File: src/rtl/anchored_tile_splitter_top_assert.svh
`ifndef ANCHORED_TILE_SPLITTER_TOP_ASSERT_SVH
`define ANCHORED_TILE_SPLITTER_TOP_ASSERT_SVH

// Same-cycle implication, checked outside reset
`define ATS_ASSERT_IMP(lbl, ck, rst_n, ante, cons, msg) \
lbl: assert property (@(posedge ck) disable iff (!(rst_n)) (ante) |-> (cons)) else $error(msg);

// Next-cycle implication, checked outside reset
`define ATS_ASSERT_NXT(lbl, ck, rst_n, ante, cons, msg) \
lbl: assert property (@(posedge ck) disable iff (!(rst_n)) (ante) |=> (cons)) else $error(msg);

`endif

File: src/rtl/ats_pkg.sv
package ats_pkg;

	localparam int COORD_W   = 20;
	localparam int LIMIT_W   = 7;
	localparam int TEX_W     = 13;
	localparam int TEX_FRAC  = 12;
	localparam int POS_W     = 22;
	localparam int NUM_LANES = 4;
	localparam int DIV_W     = 28;
	localparam int DIV_BITS  = 4;
	localparam int DIV_STEPS = DIV_W / DIV_BITS;
	localparam int STEP_W    = $clog2(DIV_STEPS);

	localparam logic [TEX_W-1:0] TEX_ONE = 13'd4096;

	// Divider lane assignment
	localparam int LANE_MIN_X = 0;
	localparam int LANE_MIN_Y = 1;
	localparam int LANE_MAX_X = 2;
	localparam int LANE_MAX_Y = 3;

	typedef struct packed {
		logic signed [COORD_W-1:0] area_min_x;
		logic signed [COORD_W-1:0] area_min_y;
		logic signed [COORD_W-1:0] area_max_x;
		logic signed [COORD_W-1:0] area_max_y;
		logic signed [COORD_W-1:0] grid_origin_x;
		logic signed [COORD_W-1:0] grid_origin_y;
		logic [LIMIT_W-1:0]        tile_limit;
	} in_t;

	typedef struct packed {
		logic signed [COORD_W-1:0] clip_x0;
		logic signed [COORD_W-1:0] clip_y0;
		logic signed [COORD_W-1:0] clip_x1;
		logic signed [COORD_W-1:0] clip_y1;
		logic [TEX_W-1:0]          tex_u0;
		logic [TEX_W-1:0]          tex_v0;
		logic [TEX_W-1:0]          tex_u1;
		logic [TEX_W-1:0]          tex_v1;
		logic                      last_tile;
		logic                      empty_area;
	} out_t;

	typedef struct packed {
		logic load;
		logic start_rem;
		logic cap_rem;
		logic start_tex;
		logic cap_tex;
		logic emit;
	} cmd_t;

	typedef struct packed {
		logic empty;
		logic div_done;
		logic tile_fire;
		logic tile_last;
	} sts_t;

	typedef logic [NUM_LANES-1:0][DIV_W-1:0] div_word_t;

	function automatic logic signed [POS_W-1:0] sext(input logic signed [COORD_W-1:0] v);
		return {{(POS_W-COORD_W){v[COORD_W-1]}}, v};
	endfunction

endpackage

File: src/rtl/ats_ifs.sv
interface ats_in_if;
	import ats_pkg::*;

	logic                      valid;
	logic                      ready;
	logic signed [COORD_W-1:0] area_min_x;
	logic signed [COORD_W-1:0] area_min_y;
	logic signed [COORD_W-1:0] area_max_x;
	logic signed [COORD_W-1:0] area_max_y;
	logic signed [COORD_W-1:0] grid_origin_x;
	logic signed [COORD_W-1:0] grid_origin_y;
	logic [LIMIT_W-1:0]        tile_limit;

	modport source (output valid, area_min_x, area_min_y, area_max_x, area_max_y,
		grid_origin_x, grid_origin_y, tile_limit, input ready);
	modport sink (input valid, area_min_x, area_min_y, area_max_x, area_max_y,
		grid_origin_x, grid_origin_y, tile_limit, output ready);
endinterface

interface ats_out_if;
	import ats_pkg::*;

	logic                      valid;
	logic                      ready;
	logic signed [COORD_W-1:0] clip_x0;
	logic signed [COORD_W-1:0] clip_y0;
	logic signed [COORD_W-1:0] clip_x1;
	logic signed [COORD_W-1:0] clip_y1;
	logic [TEX_W-1:0]          tex_u0;
	logic [TEX_W-1:0]          tex_v0;
	logic [TEX_W-1:0]          tex_u1;
	logic [TEX_W-1:0]          tex_v1;
	logic                      last_tile;
	logic                      empty_area;

	modport source (output valid, clip_x0, clip_y0, clip_x1, clip_y1, tex_u0, tex_v0,
		tex_u1, tex_v1, last_tile, empty_area, input ready);
	modport sink (input valid, clip_x0, clip_y0, clip_x1, clip_y1, tex_u0, tex_v0,
		tex_u1, tex_v1, last_tile, empty_area, output ready);
endinterface

File: src/rtl/ats_div.sv
module ats_div #(
	parameter int unsigned DIVISOR = 1024,
	parameter int unsigned REM_W   = 12
) (
	input  logic                                  clk,
	input  logic                                  arst_n,
	input  logic                                  start,
	input  ats_pkg::div_word_t                    dividend,
	output logic                                  done,
	output ats_pkg::div_word_t                    quot,
	output logic [ats_pkg::NUM_LANES-1:0][REM_W-1:0] rem
);
	import ats_pkg::*;

	localparam logic [REM_W-1:0] DIVISOR_R = REM_W'(DIVISOR);

	div_word_t                        q_q;
	logic [NUM_LANES-1:0][REM_W-1:0]  r_q;
	div_word_t                        q_nx;
	logic [NUM_LANES-1:0][REM_W-1:0]  r_nx;
	logic [STEP_W-1:0]                step_q;
	logic                             busy_q;
	logic                             done_q;

	// Four restoring steps per cycle on every lane
	always_comb begin
		logic [DIV_W-1:0] q_t;
		logic [REM_W-1:0] r_t;
		q_nx = q_q;
		r_nx = r_q;
		for (int l = 0; l < NUM_LANES; l++) begin
			q_t = q_q[l];
			r_t = r_q[l];
			for (int b = 0; b < DIV_BITS; b++) begin
				r_t = {r_t[REM_W-2:0], q_t[DIV_W-1]};
				q_t = {q_t[DIV_W-2:0], 1'b0};
				if (r_t >= DIVISOR_R) begin
					r_t    = r_t - DIVISOR_R;
					q_t[0] = 1'b1;
				end
			end
			q_nx[l] = q_t;
			r_nx[l] = r_t;
		end
	end

	// Sequence the steps
	always_ff @(posedge clk or negedge arst_n) begin
		if (!arst_n) begin
			busy_q <= 1'b0;
			done_q <= 1'b0;
			step_q <= '0;
		end else begin
			done_q <= 1'b0;
			if (start) begin
				busy_q <= 1'b1;
				step_q <= '0;
			end else if (busy_q) begin
				step_q <= step_q + 1'b1;
				if (step_q == STEP_W'(DIV_STEPS - 1)) begin
					busy_q <= 1'b0;
					done_q <= 1'b1;
				end
			end
		end
	end

	// Load or advance the partial quotient and remainder
	always_ff @(posedge clk) begin
		if (start) begin
			q_q <= dividend;
			r_q <= '0;
		end else if (busy_q) begin
			q_q <= q_nx;
			r_q <= r_nx;
		end
	end

	assign done = done_q;
	assign quot = q_q;
	assign rem  = r_q;

endmodule

File: src/rtl/ats_dp.sv
`include "anchored_tile_splitter_top_assert.svh"

module ats_dp #(
	parameter int unsigned TILE_SIZE = 1024,
	parameter int unsigned MAX_TILES = 64,
	parameter int unsigned REM_W     = 12
) (
	input  logic          clk,
	input  logic          arst_n,
	input  ats_pkg::cmd_t cmd,
	output ats_pkg::sts_t sts,
	input  ats_pkg::in_t  in_data,
	output ats_pkg::out_t out_data,
	output logic          out_valid,
	input  logic          out_ready
);
	import ats_pkg::*;

	localparam logic signed [POS_W-1:0] T_POS  = POS_W'(TILE_SIZE);
	localparam logic [TEX_W-1:0]        T_OFF  = TEX_W'(TILE_SIZE);
	localparam logic [TEX_FRAC-1:0]     T_HALF = TEX_FRAC'(TILE_SIZE / 2);
	localparam logic [LIMIT_W-1:0]      LIM_MAX = LIMIT_W'(MAX_TILES);

	in_t                               in_q;
	logic [LIMIT_W-1:0]                lim_q;
	logic                              empty_q;
	logic [NUM_LANES-1:0]              neg_q;
	logic [NUM_LANES-1:0][TEX_W-1:0]   off_q;
	logic [NUM_LANES-1:0][TEX_W-1:0]   tex_q;
	logic signed [POS_W-1:0]           first_x_q;
	logic signed [POS_W-1:0]           first_y_q;
	logic signed [POS_W-1:0]           tx_q;
	logic signed [POS_W-1:0]           ty_q;
	logic                              col_first_q;
	logic                              row_first_q;
	logic [LIMIT_W-1:0]                count_q;
	out_t                              out_q;
	logic                              out_valid_q;

	logic signed [POS_W-1:0]           diff [NUM_LANES];
	logic [NUM_LANES-1:0][POS_W-1:0]   mag;
	logic [NUM_LANES-1:0][TEX_W-1:0]   fmod;
	div_word_t                         div_in;
	div_word_t                         div_quot;
	logic [NUM_LANES-1:0][REM_W-1:0]   div_rem;
	logic                              div_done;

	logic signed [POS_W-1:0]           nx_tx;
	logic signed [POS_W-1:0]           nx_ty;
	logic                              last_col;
	logic                              last_row;
	logic [LIMIT_W-1:0]                count_nx;
	logic                              tile_fire;
	logic                              tile_last;

	// Offsets from the grid anchor; far edges are taken one unit in
	assign diff[LANE_MIN_X] = sext(in_q.area_min_x) - sext(in_q.grid_origin_x);
	assign diff[LANE_MIN_Y] = sext(in_q.area_min_y) - sext(in_q.grid_origin_y);
	assign diff[LANE_MAX_X] = sext(in_q.area_max_x) - sext(in_q.grid_origin_x) - 22'sd1;
	assign diff[LANE_MAX_Y] = sext(in_q.area_max_y) - sext(in_q.grid_origin_y) - 22'sd1;

	// Build divider operands: magnitudes first, then scaled offsets with rounding half
	always_comb begin
		for (int l = 0; l < NUM_LANES; l++) begin
			mag[l] = diff[l][POS_W-1] ? POS_W'(-diff[l]) : POS_W'(diff[l]);
			if (cmd.start_tex) begin
				div_in[l] = {{(DIV_W-TEX_W-TEX_FRAC){1'b0}}, off_q[l], T_HALF};
			end else begin
				div_in[l] = {{(DIV_W-POS_W){1'b0}}, mag[l]};
			end
		end
	end

	ats_div #(
		.DIVISOR (TILE_SIZE),
		.REM_W   (REM_W)
	) u_div (
		.clk      (clk),
		.arst_n   (arst_n),
		.start    (cmd.start_rem || cmd.start_tex),
		.dividend (div_in),
		.done     (div_done),
		.quot     (div_quot),
		.rem      (div_rem)
	);

	// Turn truncated remainders into floored ones
	always_comb begin
		logic [TEX_W-1:0] r_t;
		for (int l = 0; l < NUM_LANES; l++) begin
			r_t = TEX_W'(div_rem[l]);
			fmod[l] = (neg_q[l] && (r_t != '0)) ? (T_OFF - r_t) : r_t;
		end
	end

	// Tile edges and stop conditions
	assign nx_tx     = tx_q + T_POS;
	assign nx_ty     = ty_q + T_POS;
	assign last_col  = nx_tx >= sext(in_q.area_max_x);
	assign last_row  = nx_ty >= sext(in_q.area_max_y);
	assign count_nx  = count_q + 1'b1;
	assign tile_fire = cmd.emit && (!out_valid_q || out_ready);
	assign tile_last = empty_q || (count_nx == lim_q) || (last_col && last_row);

	// Control registers
	always_ff @(posedge clk or negedge arst_n) begin
		if (!arst_n) begin
			empty_q     <= 1'b0;
			count_q     <= '0;
			col_first_q <= 1'b0;
			row_first_q <= 1'b0;
			out_valid_q <= 1'b0;
		end else begin
			if (cmd.load) begin
				empty_q <= (in_data.area_max_x <= in_data.area_min_x) ||
					(in_data.area_max_y <= in_data.area_min_y) ||
					(in_data.tile_limit == '0);
				count_q <= '0;
			end
			if (cmd.cap_rem) begin
				col_first_q <= 1'b1;
				row_first_q <= 1'b1;
			end
			// Advance along the row, wrap to the next row at the far edge
			if (tile_fire && !empty_q) begin
				count_q <= count_nx;
				if (last_col) begin
					col_first_q <= 1'b1;
					row_first_q <= 1'b0;
				end else begin
					col_first_q <= 1'b0;
				end
			end
			if (tile_fire) begin
				out_valid_q <= 1'b1;
			end else if (out_ready) begin
				out_valid_q <= 1'b0;
			end
		end
	end

	// Payload registers
	always_ff @(posedge clk) begin
		if (cmd.load) begin
			in_q  <= in_data;
			lim_q <= (in_data.tile_limit > LIM_MAX) ? LIM_MAX : in_data.tile_limit;
		end
		if (cmd.start_rem) begin
			for (int l = 0; l < NUM_LANES; l++) begin
				neg_q[l] <= diff[l][POS_W-1];
			end
		end
		if (cmd.cap_rem) begin
			off_q[LANE_MIN_X] <= fmod[LANE_MIN_X];
			off_q[LANE_MIN_Y] <= fmod[LANE_MIN_Y];
			off_q[LANE_MAX_X] <= fmod[LANE_MAX_X] + 1'b1;
			off_q[LANE_MAX_Y] <= fmod[LANE_MAX_Y] + 1'b1;
			first_x_q <= sext(in_q.area_min_x) - POS_W'(fmod[LANE_MIN_X]);
			first_y_q <= sext(in_q.area_min_y) - POS_W'(fmod[LANE_MIN_Y]);
			tx_q      <= sext(in_q.area_min_x) - POS_W'(fmod[LANE_MIN_X]);
			ty_q      <= sext(in_q.area_min_y) - POS_W'(fmod[LANE_MIN_Y]);
		end
		if (cmd.cap_tex) begin
			for (int l = 0; l < NUM_LANES; l++) begin
				tex_q[l] <= TEX_W'(div_quot[l]);
			end
		end
		if (tile_fire && !empty_q) begin
			if (last_col) begin
				tx_q <= first_x_q;
				ty_q <= nx_ty;
			end else begin
				tx_q <= nx_tx;
			end
		end
		// Clip the tile to the area; only edge tiles carry partial texture spans
		if (tile_fire) begin
			if (empty_q) begin
				out_q            <= '0;
				out_q.last_tile  <= 1'b1;
				out_q.empty_area <= 1'b1;
			end else begin
				out_q.clip_x0    <= col_first_q ? in_q.area_min_x : tx_q[COORD_W-1:0];
				out_q.clip_y0    <= row_first_q ? in_q.area_min_y : ty_q[COORD_W-1:0];
				out_q.clip_x1    <= last_col ? in_q.area_max_x : nx_tx[COORD_W-1:0];
				out_q.clip_y1    <= last_row ? in_q.area_max_y : nx_ty[COORD_W-1:0];
				out_q.tex_u0     <= col_first_q ? tex_q[LANE_MIN_X] : '0;
				out_q.tex_v0     <= row_first_q ? tex_q[LANE_MIN_Y] : '0;
				out_q.tex_u1     <= last_col ? tex_q[LANE_MAX_X] : TEX_ONE;
				out_q.tex_v1     <= last_row ? tex_q[LANE_MAX_Y] : TEX_ONE;
				out_q.last_tile  <= tile_last;
				out_q.empty_area <= 1'b0;
			end
		end
	end

	assign out_data      = out_q;
	assign out_valid     = out_valid_q;
	assign sts.empty     = empty_q;
	assign sts.div_done  = div_done;
	assign sts.tile_fire = tile_fire;
	assign sts.tile_last = tile_last;

	`ATS_ASSERT_NXT(a_last_reaches_out, clk, arst_n, tile_fire && tile_last, out_valid_q && out_q.last_tile, "final tile not flagged at output")
	`ATS_ASSERT_IMP(a_empty_is_last, clk, arst_n, out_valid_q && out_q.empty_area, out_q.last_tile, "empty result without last flag")
	`ATS_ASSERT_IMP(a_within_limit, clk, arst_n, tile_fire && !empty_q, count_q < lim_q, "tile emitted beyond the limit")

endmodule

File: src/rtl/ats_ctrl.sv
module ats_ctrl (
	input  logic          clk,
	input  logic          arst_n,
	input  logic          in_valid,
	output logic          in_ready,
	output ats_pkg::cmd_t cmd,
	input  ats_pkg::sts_t sts
);
	import ats_pkg::*;

	localparam logic [2:0] S_IDLE  = 3'd0;
	localparam logic [2:0] S_START = 3'd1;
	localparam logic [2:0] S_REM   = 3'd2;
	localparam logic [2:0] S_TEXS  = 3'd3;
	localparam logic [2:0] S_TEX   = 3'd4;
	localparam logic [2:0] S_EMIT  = 3'd5;

	logic [2:0] state_q;
	logic [2:0] state_nx;

	// Sequence one item: grid corner, texture spans, then tiles
	always_comb begin
		state_nx = state_q;
		cmd      = '0;
		in_ready = 1'b0;
		unique case (state_q)
			S_IDLE: begin
				in_ready = 1'b1;
				if (in_valid) begin
					cmd.load = 1'b1;
					state_nx = S_START;
				end
			end
			S_START: begin
				if (sts.empty) begin
					state_nx = S_EMIT;
				end else begin
					cmd.start_rem = 1'b1;
					state_nx      = S_REM;
				end
			end
			S_REM: begin
				if (sts.div_done) begin
					cmd.cap_rem = 1'b1;
					state_nx    = S_TEXS;
				end
			end
			S_TEXS: begin
				cmd.start_tex = 1'b1;
				state_nx      = S_TEX;
			end
			S_TEX: begin
				if (sts.div_done) begin
					cmd.cap_tex = 1'b1;
					state_nx    = S_EMIT;
				end
			end
			S_EMIT: begin
				cmd.emit = 1'b1;
				if (sts.tile_fire && sts.tile_last) begin
					state_nx = S_IDLE;
				end
			end
			default: begin
				state_nx = S_IDLE;
			end
		endcase
	end

	always_ff @(posedge clk or negedge arst_n) begin
		if (!arst_n) begin
			state_q <= S_IDLE;
		end else begin
			state_q <= state_nx;
		end
	end

endmodule

File: src/rtl/anchored_tile_splitter_top.sv
// Each input item takes two passes of the 4-lane divider (4 quotient bits per
// cycle) plus sequencing before its first tile beat; an empty area or zero limit
// skips both passes. Throughput: one tile beat per cycle while the output is not
// stalled; a new item is accepted only after the last tile of the previous one.
// Reset: arst_n low clears the controller, divider and output valid at once.
module anchored_tile_splitter_top #(
	parameter int unsigned TILE_PIXELS = 64,
	parameter int unsigned MAX_TILES   = 64
) (
	input  logic       clk,
	input  logic       arst_n,
	ats_in_if.sink     in_item,
	ats_out_if.source  out_item
);
	import ats_pkg::*;

	localparam int unsigned TILE_SIZE = TILE_PIXELS * 16;
	localparam int unsigned REM_W     = $clog2(TILE_SIZE) + 1;

	cmd_t cmd;
	sts_t sts;
	in_t  in_data;
	out_t out_data;
	logic out_valid;

	// Gather the input beat
	assign in_data.area_min_x    = in_item.area_min_x;
	assign in_data.area_min_y    = in_item.area_min_y;
	assign in_data.area_max_x    = in_item.area_max_x;
	assign in_data.area_max_y    = in_item.area_max_y;
	assign in_data.grid_origin_x = in_item.grid_origin_x;
	assign in_data.grid_origin_y = in_item.grid_origin_y;
	assign in_data.tile_limit    = in_item.tile_limit;

	ats_ctrl u_ctrl (
		.clk      (clk),
		.arst_n   (arst_n),
		.in_valid (in_item.valid),
		.in_ready (in_item.ready),
		.cmd      (cmd),
		.sts      (sts)
	);

	ats_dp #(
		.TILE_SIZE (TILE_SIZE),
		.MAX_TILES (MAX_TILES),
		.REM_W     (REM_W)
	) u_dp (
		.clk       (clk),
		.arst_n    (arst_n),
		.cmd       (cmd),
		.sts       (sts),
		.in_data   (in_data),
		.out_data  (out_data),
		.out_valid (out_valid),
		.out_ready (out_item.ready)
	);

	// Drive the output beat
	assign out_item.valid      = out_valid;
	assign out_item.clip_x0    = out_data.clip_x0;
	assign out_item.clip_y0    = out_data.clip_y0;
	assign out_item.clip_x1    = out_data.clip_x1;
	assign out_item.clip_y1    = out_data.clip_y1;
	assign out_item.tex_u0     = out_data.tex_u0;
	assign out_item.tex_v0     = out_data.tex_v0;
	assign out_item.tex_u1     = out_data.tex_u1;
	assign out_item.tex_v1     = out_data.tex_v1;
	assign out_item.last_tile  = out_data.last_tile;
	assign out_item.empty_area = out_data.empty_area;

endmodule

File: src/flat_wrapper.sv
// flat-port wrapper written by rule: the top's interface ports become plain ports
module anchored_tile_splitter_top_flat import ats_pkg::*;
#(
	parameter int unsigned TILE_PIXELS = 64,
	parameter int unsigned MAX_TILES   = 64
)
  (clk, arst_n, in_item_valid, in_item_area_min_x, in_item_area_min_y, in_item_area_max_x, in_item_area_max_y, in_item_grid_origin_x, in_item_grid_origin_y, in_item_tile_limit, in_item_ready, out_item_valid, out_item_clip_x0, out_item_clip_y0, out_item_clip_x1, out_item_clip_y1, out_item_tex_u0, out_item_tex_v0, out_item_tex_u1, out_item_tex_v1, out_item_last_tile, out_item_empty_area, out_item_ready);
  ats_in_if in_item_i ();
  ats_out_if out_item_i ();
  input  logic clk;
  input  logic arst_n;
  input wire logic [$bits(in_item_i.valid)-1:0] in_item_valid;
  input wire logic [$bits(in_item_i.area_min_x)-1:0] in_item_area_min_x;
  input wire logic [$bits(in_item_i.area_min_y)-1:0] in_item_area_min_y;
  input wire logic [$bits(in_item_i.area_max_x)-1:0] in_item_area_max_x;
  input wire logic [$bits(in_item_i.area_max_y)-1:0] in_item_area_max_y;
  input wire logic [$bits(in_item_i.grid_origin_x)-1:0] in_item_grid_origin_x;
  input wire logic [$bits(in_item_i.grid_origin_y)-1:0] in_item_grid_origin_y;
  input wire logic [$bits(in_item_i.tile_limit)-1:0] in_item_tile_limit;
  output wire logic [$bits(in_item_i.ready)-1:0] in_item_ready;
  output wire logic [$bits(out_item_i.valid)-1:0] out_item_valid;
  output wire logic [$bits(out_item_i.clip_x0)-1:0] out_item_clip_x0;
  output wire logic [$bits(out_item_i.clip_y0)-1:0] out_item_clip_y0;
  output wire logic [$bits(out_item_i.clip_x1)-1:0] out_item_clip_x1;
  output wire logic [$bits(out_item_i.clip_y1)-1:0] out_item_clip_y1;
  output wire logic [$bits(out_item_i.tex_u0)-1:0] out_item_tex_u0;
  output wire logic [$bits(out_item_i.tex_v0)-1:0] out_item_tex_v0;
  output wire logic [$bits(out_item_i.tex_u1)-1:0] out_item_tex_u1;
  output wire logic [$bits(out_item_i.tex_v1)-1:0] out_item_tex_v1;
  output wire logic [$bits(out_item_i.last_tile)-1:0] out_item_last_tile;
  output wire logic [$bits(out_item_i.empty_area)-1:0] out_item_empty_area;
  input wire logic [$bits(out_item_i.ready)-1:0] out_item_ready;
  assign in_item_i.valid = in_item_valid;
  assign in_item_i.area_min_x = in_item_area_min_x;
  assign in_item_i.area_min_y = in_item_area_min_y;
  assign in_item_i.area_max_x = in_item_area_max_x;
  assign in_item_i.area_max_y = in_item_area_max_y;
  assign in_item_i.grid_origin_x = in_item_grid_origin_x;
  assign in_item_i.grid_origin_y = in_item_grid_origin_y;
  assign in_item_i.tile_limit = in_item_tile_limit;
  assign in_item_ready = in_item_i.ready;
  assign out_item_valid = out_item_i.valid;
  assign out_item_clip_x0 = out_item_i.clip_x0;
  assign out_item_clip_y0 = out_item_i.clip_y0;
  assign out_item_clip_x1 = out_item_i.clip_x1;
  assign out_item_clip_y1 = out_item_i.clip_y1;
  assign out_item_tex_u0 = out_item_i.tex_u0;
  assign out_item_tex_v0 = out_item_i.tex_v0;
  assign out_item_tex_u1 = out_item_i.tex_u1;
  assign out_item_tex_v1 = out_item_i.tex_v1;
  assign out_item_last_tile = out_item_i.last_tile;
  assign out_item_empty_area = out_item_i.empty_area;
  assign out_item_i.ready = out_item_ready;
  anchored_tile_splitter_top #(.TILE_PIXELS(TILE_PIXELS), .MAX_TILES(MAX_TILES)) u_core (.clk(clk), .arst_n(arst_n), .in_item(in_item_i), .out_item(out_item_i));
endmodule
File: config.mk
export PLATFORM = sky130hd
export DESIGN_NAME = anchored_tile_splitter_top_flat
export DESIGN_NICKNAME = d
export VERILOG_FILES = /design/src/rtl/ats_pkg.sv /design/src/rtl/ats_ifs.sv /design/src/rtl/ats_div.sv /design/src/rtl/ats_dp.sv /design/src/rtl/ats_ctrl.sv /design/src/rtl/anchored_tile_splitter_top.sv /design/src/flat_wrapper.sv
export VERILOG_INCLUDE_DIRS = /design/src /design/src/rtl
export SDC_FILE = /design/constraint.sdc
export NUM_CORES = 1
export LEC_CHECK = 0
export BUFFER_PORTS_ARGS = -buffer_cell sky130_fd_sc_hd__buf_4
export CORE_ASPECT_RATIO = 0.9
export CORE_MARGIN = 2
export CORE_UTILIZATION = 50
export CTS_BUF_LIST = sky130_fd_sc_hd__clkbuf_8
export CTS_CLUSTER_SIZE = 20
export DETAILED_ROUTE_END_ITERATION = 10
export GPL_TIMING_DRIVEN = 0
export PLACE_DENSITY = 0.64
export SYNTH_ARGS = -nofsm -noshare
export SYNTH_HDL_FRONTEND = slang
export SYNTH_SLANG_ARGS = --single-unit
File: constraint.sdc
create_clock -name clk -period 5.5 [get_ports clk]
set_input_delay 0.55 -clock clk [delete_from_list [all_inputs] [get_ports clk]]
set_output_delay 0.55 -clock clk [all_outputs]
set_load 0.01 [all_outputs]
# [After elaboration in Yosys (flattened, before gate mapping)]
# Cells that the tools add are included.
# W data, S select, Z words.
[word_totals] regBits=610 latchBits=0 mem_bits_rw=0 romBits=0 in_bits=131 output_inout_bits=136 wordCells=246 n_memories=0
[classes] addsub=38 multipliers=0 div_mod_pow=0 order_cmp=21 n_eq_ne=11 shift=0 mux=93 bitwise=4 n_reduce_logical=31
[ops] cell="$mux W112" count=2
[ops] cell="$mux W22" count=10
[ops] cell="$ge A11 B11 Y1 const B" count=16
[ops] cell="$mux W10" count=12
[ops] cell="$sub A10 B1 Y10 const B" count=12
[ops] cell="$mux W25" count=4
[ops] cell="$sub A20 B20 Y21" count=4
[ops] cell="$mux W20" count=4
[ops] cell="$mux W13" count=6
[ops] cell="$neg A22 Y22" count=3
[ops] cell="$sub A11 B11 Y12 const A" count=4
[ops] cell="$add A22 B12 Y22 const B" count=2
[ops] cell="$ge A22 B20 Y1" count=2
[ops] cell="$mux W11" count=4
[ops] cell="$reduce_bool A11 Y1" count=4
[ops] cell="$sub A11 B11 Y11 const B" count=4
[ops] cell="$sub A21 B2 Y22 const B" count=2
[ops] cell="$sub A20 B14 Y21" count=2
[ops] cell="$mux W1" count=41
[ops] cell="$le A20 B20 Y1" count=2
[ops] cell="$add A13 B1 Y13 const B" count=2
[ops] cell="$neg A21 Y22" count=1
[ops] cell="$mux W3" count=7
[ops] cell="$pmux W3 S6" count=1
[ops] cell="other kinds (18)" count=47

# [Logic depth before layout (Yosys ltp)]
# Gate-level depths: netlist of run 1.
[depth] ltp_word=10 depth_mapped=19 ltp_nobuf=19

# [Modules after synthesis]
# Synthesis of run 1 repeated with hierarchy kept, for this count alone.
[hier_totals] hier_cells=3283 hier_area_um2=35979.5
[modules_own_cells] mod="ats_dp" n_inst=1 cells_each=2816 area_each_um2=28667.5 seq_area_each_um2=13127.6
[modules_own_cells] mod="ats_div" n_inst=1 cells_each=437 area_each_um2=7071.8 seq_area_each_um2=4369.2
[modules_own_cells] mod="ats_ctrl" n_inst=1 cells_each=30 area_each_um2=240.2 seq_area_each_um2=75.1

# [Least setup slack after synthesis of run 1]
# Ideal clock, no wire load.
[synth_timing] kind="register to register" from="reg u_core.u_ctrl.state_q[2]" to="reg u_core.u_dp.tex_q[0] in the netlist's numbering (enable)" setup_ps=526 arrival_ps=4199 t_required_ps=4974 path_slack_ps=775 stages_incl_launch_ff=4 n_path_buf=1 synth_period_minus_slack_ps=4725 cell_sequence="dfrtp_1 -> clkbuf_1 -> nand2_1 -> nor3_1"
[synth_rtl] element="start: declaration" line="ats_ctrl.sv:18" text="logic [2:0] state_q;"
[synth_rtl] element="start signal: assignment" line="ats_ctrl.sv:74" text="state_q <= state_nx;"
[synth_rtl] element="end signal: indexed assignment" line="ats_dp.sv:165" text="tex_q[l] <= TEX_W'(div_quot[l]);"
[synth_rtl] element="end: declaration" line="ats_dp.sv:29" text="logic [NUM_LANES-1:0][TEX_W-1:0] tex_q;"

==> results of run 1 <==
worst min-delay path by stage:
stage	endpoint	slack, ns	start
finish	u_core.u_dp.in_q[37]$_DFFE_PP_	0.03	in_item_grid_origin_x[10]
CTS	u_core.u_dp.in_q[34]$_DFFE_PP_	0.0001	in_item_grid_origin_x[7]
global route	u_core.u_dp.in_q[32]$_DFFE_PP_	0.01	in_item_grid_origin_x[5]
global placement	u_core.u_dp.tex_q[15]$_DFFE_PP_	0.44	u_core.u_dp.u_div.quot[30]$_DFFE_PP_
detailed placement	u_core.u_dp.out_data[0]$_DFFE_PP_	0.43	u_core.u_dp.empty_q$_DFFE_PN0P_
floorplan	u_core.u_ctrl.state_q[0]$_DFFE_PN0P_	0.25	arst_n
logic make-up (layout without fill, tap and decap cells):
kind of cell	after synthesis	in the layout	share of synthesized area, %
compound gates	668	668	13.1
xor+xnor	238	238	6.07
fa+ha+maj	210	210	7.77
buf+inv	340	901	3.90
flops	607	607	51.2
mux	148	148	4.34
other cells	0	3	0
simple gates	954	954	13.6
cell type report:
class	instances	area, um2
fill	5629	27400
sequential	607	17600
multi-input combinational	2218	15400
timing repair buffer	374	3160
clock buffer	111	1530
tap	883	1100
inverter	220	833
clock inverter	76	619
buffer	120	517
antenna	3	7.51
layer usage:
metal	vias up	track usage, %	routed length, um
li1	12500	-	-
met1	13100	42.3	47300
met2	1017	43.5	45100
met3	155	4.27	7420
met4	2	7.88	2430
met5	-	0	13
what timing repair did:
item,CTS,global route
hold buffers,99,0
endpoints found under the setup margin,0,1
hold endpoints to repair,117,0
gates resized for setup,0,1
per-stage QoR:
| stage | setup WS (ns) | setup TNS [ns] | instance area [um2] | hold slack (ns) |
|---|---|---|---|---|
| after detailed placement | 0.406 | 0 | 37600 | 0.433 |
| after global placement | -1.46 | -232.99 | 37400 | 0.436 |
| after floorplan | 0.775 | 0 | 34300 | 0.254 |
| after global routing | 0.102 | 0 | 40800 | 0.0116 |
| final | 0.425 | 0 | 40800 | 0.0348 |
| after CTS | 0.381 | 0 | 40700 | 0.000138 |
sequential cells by signal, summed over array words and instances, names as in the netlist, 4 cells and up:
| signal | cells |
|---|---|
| u_core.u_dp.out_data | 134 |
| u_core.u_dp.in_q | 120 |
| u_core.u_dp.u_div.quot | 112 |
| u_core.u_dp.tex_q | 52 |
| u_core.u_dp.off_q | 50 |
| u_core.u_dp.u_div.rem | 44 |
| u_core.u_dp.tx_q | 22 |
| u_core.u_dp.ty_q | 22 |
| u_core.u_dp.first_x_q | 21 |
| u_core.u_dp.count_q | 7 |
| u_core.u_dp.lim_q | 7 |
| u_core.u_dp.neg_q | 4 |
cells in the final DEF (no fill, tap or decap), drive strengths merged, types with 72 or more instances in the layout:
cell | synthesis | final
ha | 202 | 202
a21oi | 130 | 130
clkbuf | 93 | 204
dlygate4sd3 | 1 | 100
edfxtp | 532 | 532
nand2 | 235 | 235
buf | 26 | 301
xnor2 | 129 | 129
mux2i | 142 | 142
o21ai | 194 | 194
xor2 | 109 | 109
nor2 | 295 | 295
inv | 220 | 249
and2 | 72 | 72
power by group:
part / switching (mW) / leakage [nW] / internal [mW]
Combinational: 6.66 / 9.73 / 4.14
Clock: 1.93 / 1.20 / 2.34
Sequential: 1.05 / 5.75 / 7.05
==> impl_metrics.env, run 1 <==
export IMPL_status="finished, final reports clean"
export IMPL_start_util_pct=50.3
export IMPL_cts_sinks=607
export IMPL_wirelength_um=102000
export IMPL_slew_headroom_pct=18.0
export IMPL_synthToLayoutAreaGrowth_pct=18.8
export IMPL_yosysMostFrequentCell="edfxtp_1"
export IMPL_routabilityCongestion=0.931
export IMPL_grt_pass1_vias=25900
export IMPL_finClkSkew_ns=0.0334
export IMPL_drv_slew=0
export IMPL_die_h_um=253
export IMPL_crit_path_start="u_core.u_dp.u_div.rem[2]$_SDFFE_PN0P_"
export IMPL_drt_iter0_markers=2779
export IMPL_maxCapViolations=0
export IMPL_drive_above_1_share_pct=13.7
export IMPL_async_flop_share_pct=3.13
export IMPL_grtUsageTotal_pct=28.5
export IMPL_arrival_ns=5.55
export IMPL_syn_area_per_cell_um2=10.8
export IMPL_hpwlAfterDp_um=78500
export IMPL_ys_top_cells_by_area="edfxtp_1, ha_1, mux2i_1, xnor2_1, dfxtp_1"
export IMPL_min_path_type="in -> reg"
export IMPL_firstDrtPassIters=5
export IMPL_timing_final_crit_share_pct=92.3
export IMPL_crit_family="compound AO/OA/AOI/OAI gates"
export IMPL_dieArea_um2=70700
export IMPL_wl_per_cell_um=22.2
export IMPL_reg2regPathDepth=18
export IMPL_synth_edf_count=532
export IMPL_coreArea_um2=68200
export IMPL_syn_num_nets=3504
export IMPL_slowest_stage="or4b_2"
export IMPL_p_leak_nw=16.7
export IMPL_cts_tree="yes"
export IMPL_synth_seq_cells=607
export IMPL_cts_root_buf="clkbuf_8"
export IMPL_grt_overflow=0
export IMPL_r2r_start="u_core.u_dp.u_div.rem[2]$_SDFFE_PN0P_"
export IMPL_crit_fanout=6
export IMPL_netlist_area_um2=34300
export IMPL_cp_start_kind="flop"
export IMPL_dieWidth_um=280
export IMPL_rsz0062_at_grt="no"
export IMPL_htreeDepth=3
export IMPL_yosysSeqAreaShare_pct=51.2
export IMPL_cp_end_kind="flop"
export IMPL_synth_distinct_cells=107
export IMPL_path_class="reg -> reg"
export IMPL_crit_chain="nor3_1, nand3b_1, nor2b_1, inv_1, o21ai_1, mux2_2, inv_1, ha_1, nor2b_1, o21ai_0, a21boi_1, o211a_1, o311a_1, o21ai_0, nand2b_1, or4b_2, xnor2_1, o21a_1"
export IMPL_finish_utilization_pct=59.8
export IMPL_cts_clk_slew_worst_paths_ns=0.06
export IMPL_placed_cells=4323
export IMPL_ant_nets=0
export IMPL_placement_io_buffers=266
export IMPL_crit_cells=18
export IMPL_yosys_area_top_type_share_pct=46.6
export IMPL_fin_crit_ns=5.07
export IMPL_grt_pass1_wl_um=153000
export IMPL_route_vias_total=26800
export IMPL_reg2reg_setup_slack_ns=0.43
export IMPL_viasPerCell=5.81
export IMPL_drc_errors=0
export IMPL_antenna_found_initial=3
export IMPL_stdcell_count=4612
export IMPL_crit_end="u_core.u_dp.tx_q[17]$_DFFE_PP_"
export IMPL_power_density_nw_per_um2=568
export IMPL_setup_violations=0
export IMPL_finalNetCount=3982
export IMPL_hold_depth=1
export IMPL_hold_violations=0
export IMPL_clock_latency_ns=0.72
export IMPL_cts_path_max_buffers=3
export IMPL_synthTopCellsByCount="edfxtp_1, nor2_1, nand2_1, inv_1, ha_1"
export IMPL_yosysTopAreaCell="edfxtp_1"
export IMPL_post_cts_buffers=0
export IMPL_cp_required_ns=5.97
export IMPL_grt_max_degree=67
export IMPL_synth_ff_type="edfxtp_1"
export IMPL_cts_buffers=102
export IMPL_fmaxAchievable_mhz=197
export IMPL_r2r_end="u_core.u_dp.tx_q[17]$_DFFE_PP_"
export IMPL_path_buf_inv=2
export IMPL_slowest_delay_ns=0.70
export IMPL_synthCells=3165
export IMPL_total_power_mw=23.2
export IMPL_ios=267
export IMPL_yosys_warnings=0
export IMPL_tightest_slew_ns=1.21
export IMPL_rows=91
export IMPL_ir_drop_uv=416
Power figures use the tool's default switching activity.
==> run 2, diff against run 1 <==
--- a/config.mk
+++ b/config.mk
@@ -14,7 +14,7 @@
 export CTS_CLUSTER_SIZE = 20
 export DETAILED_ROUTE_END_ITERATION = 10
 export GPL_TIMING_DRIVEN = 0
-export PLACE_DENSITY = 0.64
+export PLACE_DENSITY = 0.67
 export SYNTH_ARGS = -nofsm -noshare
 export SYNTH_HDL_FRONTEND = slang
 export SYNTH_SLANG_ARGS = --single-unit
==> constraint.sdc (replaced) <==
create_clock -name clk -period 4.6 [get_ports clk]
set_input_delay 0.46 -clock clk [delete_from_list [all_inputs] [get_ports clk]]
set_output_delay 0.46 -clock clk [all_outputs]
set_load 0.01 [all_outputs]
==> run 2 against run 1 <==
  * Via count rose by 0.91%
  * Clock-buffer cell count increased by 3
  * Power grew 21%
  * Critical path type unchanged
  * Critical endpoint unchanged
  * Largest cell class unchanged
  * Critical path depth down 1
  * Clock power rose by 22%
  * First-iteration DRC count increased by 0.86%
  * Flip-flop and latch count did not move
==> impl_metrics.env, run 2 (same netlist as run 1, synthesis figures left out) <==
export IMPL_p_leak_nw=16.8
export IMPL_start_util_pct=50.3
export IMPL_arrival_ns=4.95
export IMPL_status="finished, final reports clean"
export IMPL_antenna_found_initial=2
export IMPL_htreeDepth=3
export IMPL_ir_drop_uv=492
export IMPL_clock_latency_ns=0.72
export IMPL_slew_headroom_pct=26.3
export IMPL_slowest_delay_ns=0.66
export IMPL_drt_iter0_markers=2803
export IMPL_dp_slack_ns=-0.568
export IMPL_drive_above_1_share_pct=14.6
export IMPL_cts_buffers=101
export IMPL_cts_path_max_buffers=3
export IMPL_fin_ws_ns=0.111
export IMPL_final_cell_area_um2=41200
export IMPL_stdcell_count=4641
export IMPL_wirelength_um=101000
export IMPL_slowest_stage="or4b_2"
export IMPL_largest_register_ffs=134
export IMPL_tightest_slew_ns=1.10
export IMPL_grt_max_degree=67
export IMPL_ant_nets=0
export IMPL_cts_sinks=607
export IMPL_drv_slew=0
export IMPL_path_class="reg -> reg"
export IMPL_setup_violations=0
export IMPL_cp_start_kind="flop"
export IMPL_rows=91
export IMPL_placed_cells=4322
export IMPL_grt_pass1_vias=26200
export IMPL_rsz0062_at_grt="yes"
export IMPL_cts_tree="yes"
export IMPL_grt_overflow=0
export IMPL_fmaxAchievable_mhz=223
export IMPL_cp_required_ns=5.06
export IMPL_grtUsageTotal_pct=28.2
export IMPL_cts_root_buf="clkbuf_8"
export IMPL_power_density_nw_per_um2=679
export IMPL_min_path_type="in -> reg"
export IMPL_coreArea_um2=68200
export IMPL_fin_setup_tns_ns=0
export IMPL_die_h_um=253
export IMPL_crit_fanout=6
export IMPL_placement_io_buffers=266
export IMPL_final_cell_mix="edfxtp_1, nor2_1, buf_4"
export IMPL_dieArea_um2=70700
export IMPL_fin_crit_ns=4.49
export IMPL_crit_chain="nor4_1, nor2b_2, inv_1, o21ai_4, mux2_4, inv_1, ha_1, nor2b_1, o21ai_2, a21boi_2, o211a_1, o311a_1, o21ai_1, nand2b_1, or4b_2, xnor2_1, o21a_1"
export IMPL_dieWidth_um=280
export IMPL_wl_per_cell_um=21.9
export IMPL_route_vias_total=27000
export IMPL_hpwlAfterDp_um=76300
export IMPL_firstDrtPassIters=6
export IMPL_viasPerCell=5.83
export IMPL_cts_clk_slew_worst_paths_ns=0.06
export IMPL_crit_top_cell="inv_1"
export IMPL_final_common_cell="edfxtp_1"
export IMPL_multi_input_area_um2=15500
export IMPL_timing_final_crit_share_pct=97.6
export IMPL_hold_violations=0
export IMPL_cp_end_kind="flop"
export IMPL_grt_pass1_wl_um=152000
export IMPL_drc_errors=0
export IMPL_hold_ws_ns=0.0389
export IMPL_nFillCells=5532
export IMPL_dpl_cell_area_um2=37600
export IMPL_routabilityCongestion=0.956
export IMPL_ff_latch_area_um2=17600
export IMPL_finClkSkew_ns=0.0274
export IMPL_finalNetCount=4007
export IMPL_ios=267
export IMPL_synthToLayoutAreaGrowth_pct=20.1
export IMPL_maxCapViolations=0
-- run 2: cell types whose count changed in the layout (fill, tap and decap cells not counted), sizes merged --
cell / before / now
dlygate4sd3: 100 / 123
inv: 249 / 239
clkinvlp: 4 / 11
clkbuf: 204 / 210
clkinv: 33 / 38
bufinv: 10 / 9
diode: 3 / 2
-- run 2: stage by stage --
stage / power (mW) / utilization [%]
after global routing: 29.6 / 60.4
after global placement: 22.1 / 54.9
after CTS: 27.7 / 60.3
final: 28.0 / 60.4
after floorplan: 18.3 / -
after detailed placement: 22.3 / 55.2
-- run 2: routing by layer --
| layer | track usage [%] | part of all wire [%] | vias to the layer above |
|---|---|---|---|
| li1 | - | - | 12600 |
| met1 | 41.1 | 45 | 13200 |
| met2 | 43.5 | 45 | 1121 |
| met3 | 4.87 | 8.3 | 155 |
| met4 | 7.56 | 2.3 | 2 |
| met5 | 0 | 0.013 | - |
-- run 2: critical path, delay by kind of cell (launching register included) --
family | cells | cell delay, ns
xor gates and xnor gates | 1 | 0.17
muxes | 1 | 0.35
and+or+nand+nor | 5 | 1.48
buffers and inverters | 2 | 0.19
adders and majority gates | 1 | 0.23
DFF | 1 | 0.38
AOI/OAI and AO/OA | 7 | 1.42
-- run 2: where the power goes --
group / total, mW / leakage, nW / switching, mW / internal (mW)
logic: 13.1 / 9.86 / 8.03 / 5.04
clock network: 5.21 / 1.17 / 2.40 / 2.81
registers: 9.70 / 5.75 / 1.27 / 8.43
total: 28.0 / 16.8 / 11.7 / 16.3
-- run 2: area by class of cell --
class | instances | area share (%)
sequential | 607 | 42.7
multi-input combinational | 2218 | 37.7
timing repair buffer | 400 | 8.35
clock buffer | 114 | 3.81
tap | 883 | 2.68
inverter | 220 | 2.03
clock inverter | 77 | 1.52
buffer | 120 | 1.28
antenna | 2 | 0.0121
-- run 2: worst paths after layout --
path | from | endpoint | slack, ns | depth (start not counted)
setup / recovery | u_core.u_dp.u_div.rem[6]$_SDFFE_PN0P_ | u_core.u_dp.tx_q[17]$_DFFE_PP_ | 0.11 | 17
hold / removal | in_item_tile_limit[5] | u_core.u_dp.lim_q[5]$_SDFFCE_PN0P_ | 0.04 | 2
setup reg to reg | u_core.u_dp.u_div.rem[6]$_SDFFE_PN0P_ | u_core.u_dp.tx_q[17]$_DFFE_PP_ | 0.11 | 17
hold reg to reg | u_core.u_dp.u_div.quot[86]$_DFFE_PP_ | u_core.u_dp.tex_q[41]$_DFFE_PP_ | 0.46 | 0
max in group asynchronous | arst_n | u_core.u_ctrl.state_q[1]$_DFFE_PN0P_ | 4.11 | 2
min in group asynchronous | arst_n | u_core.u_dp.count_q[5]$_DFFE_PN0P_ | 0.21 | 2
-- run 2: what timing repair did --
action / 4_1_cts / 5_1_grt
hold endpoints to repair: 140 / 0
setup endpoints to repair: 23 / 49
gates resized for setup: 12 / 28
buffers inserted: 1 / 3
hold buffers: 122 / 0
pin swaps: 0 / 4
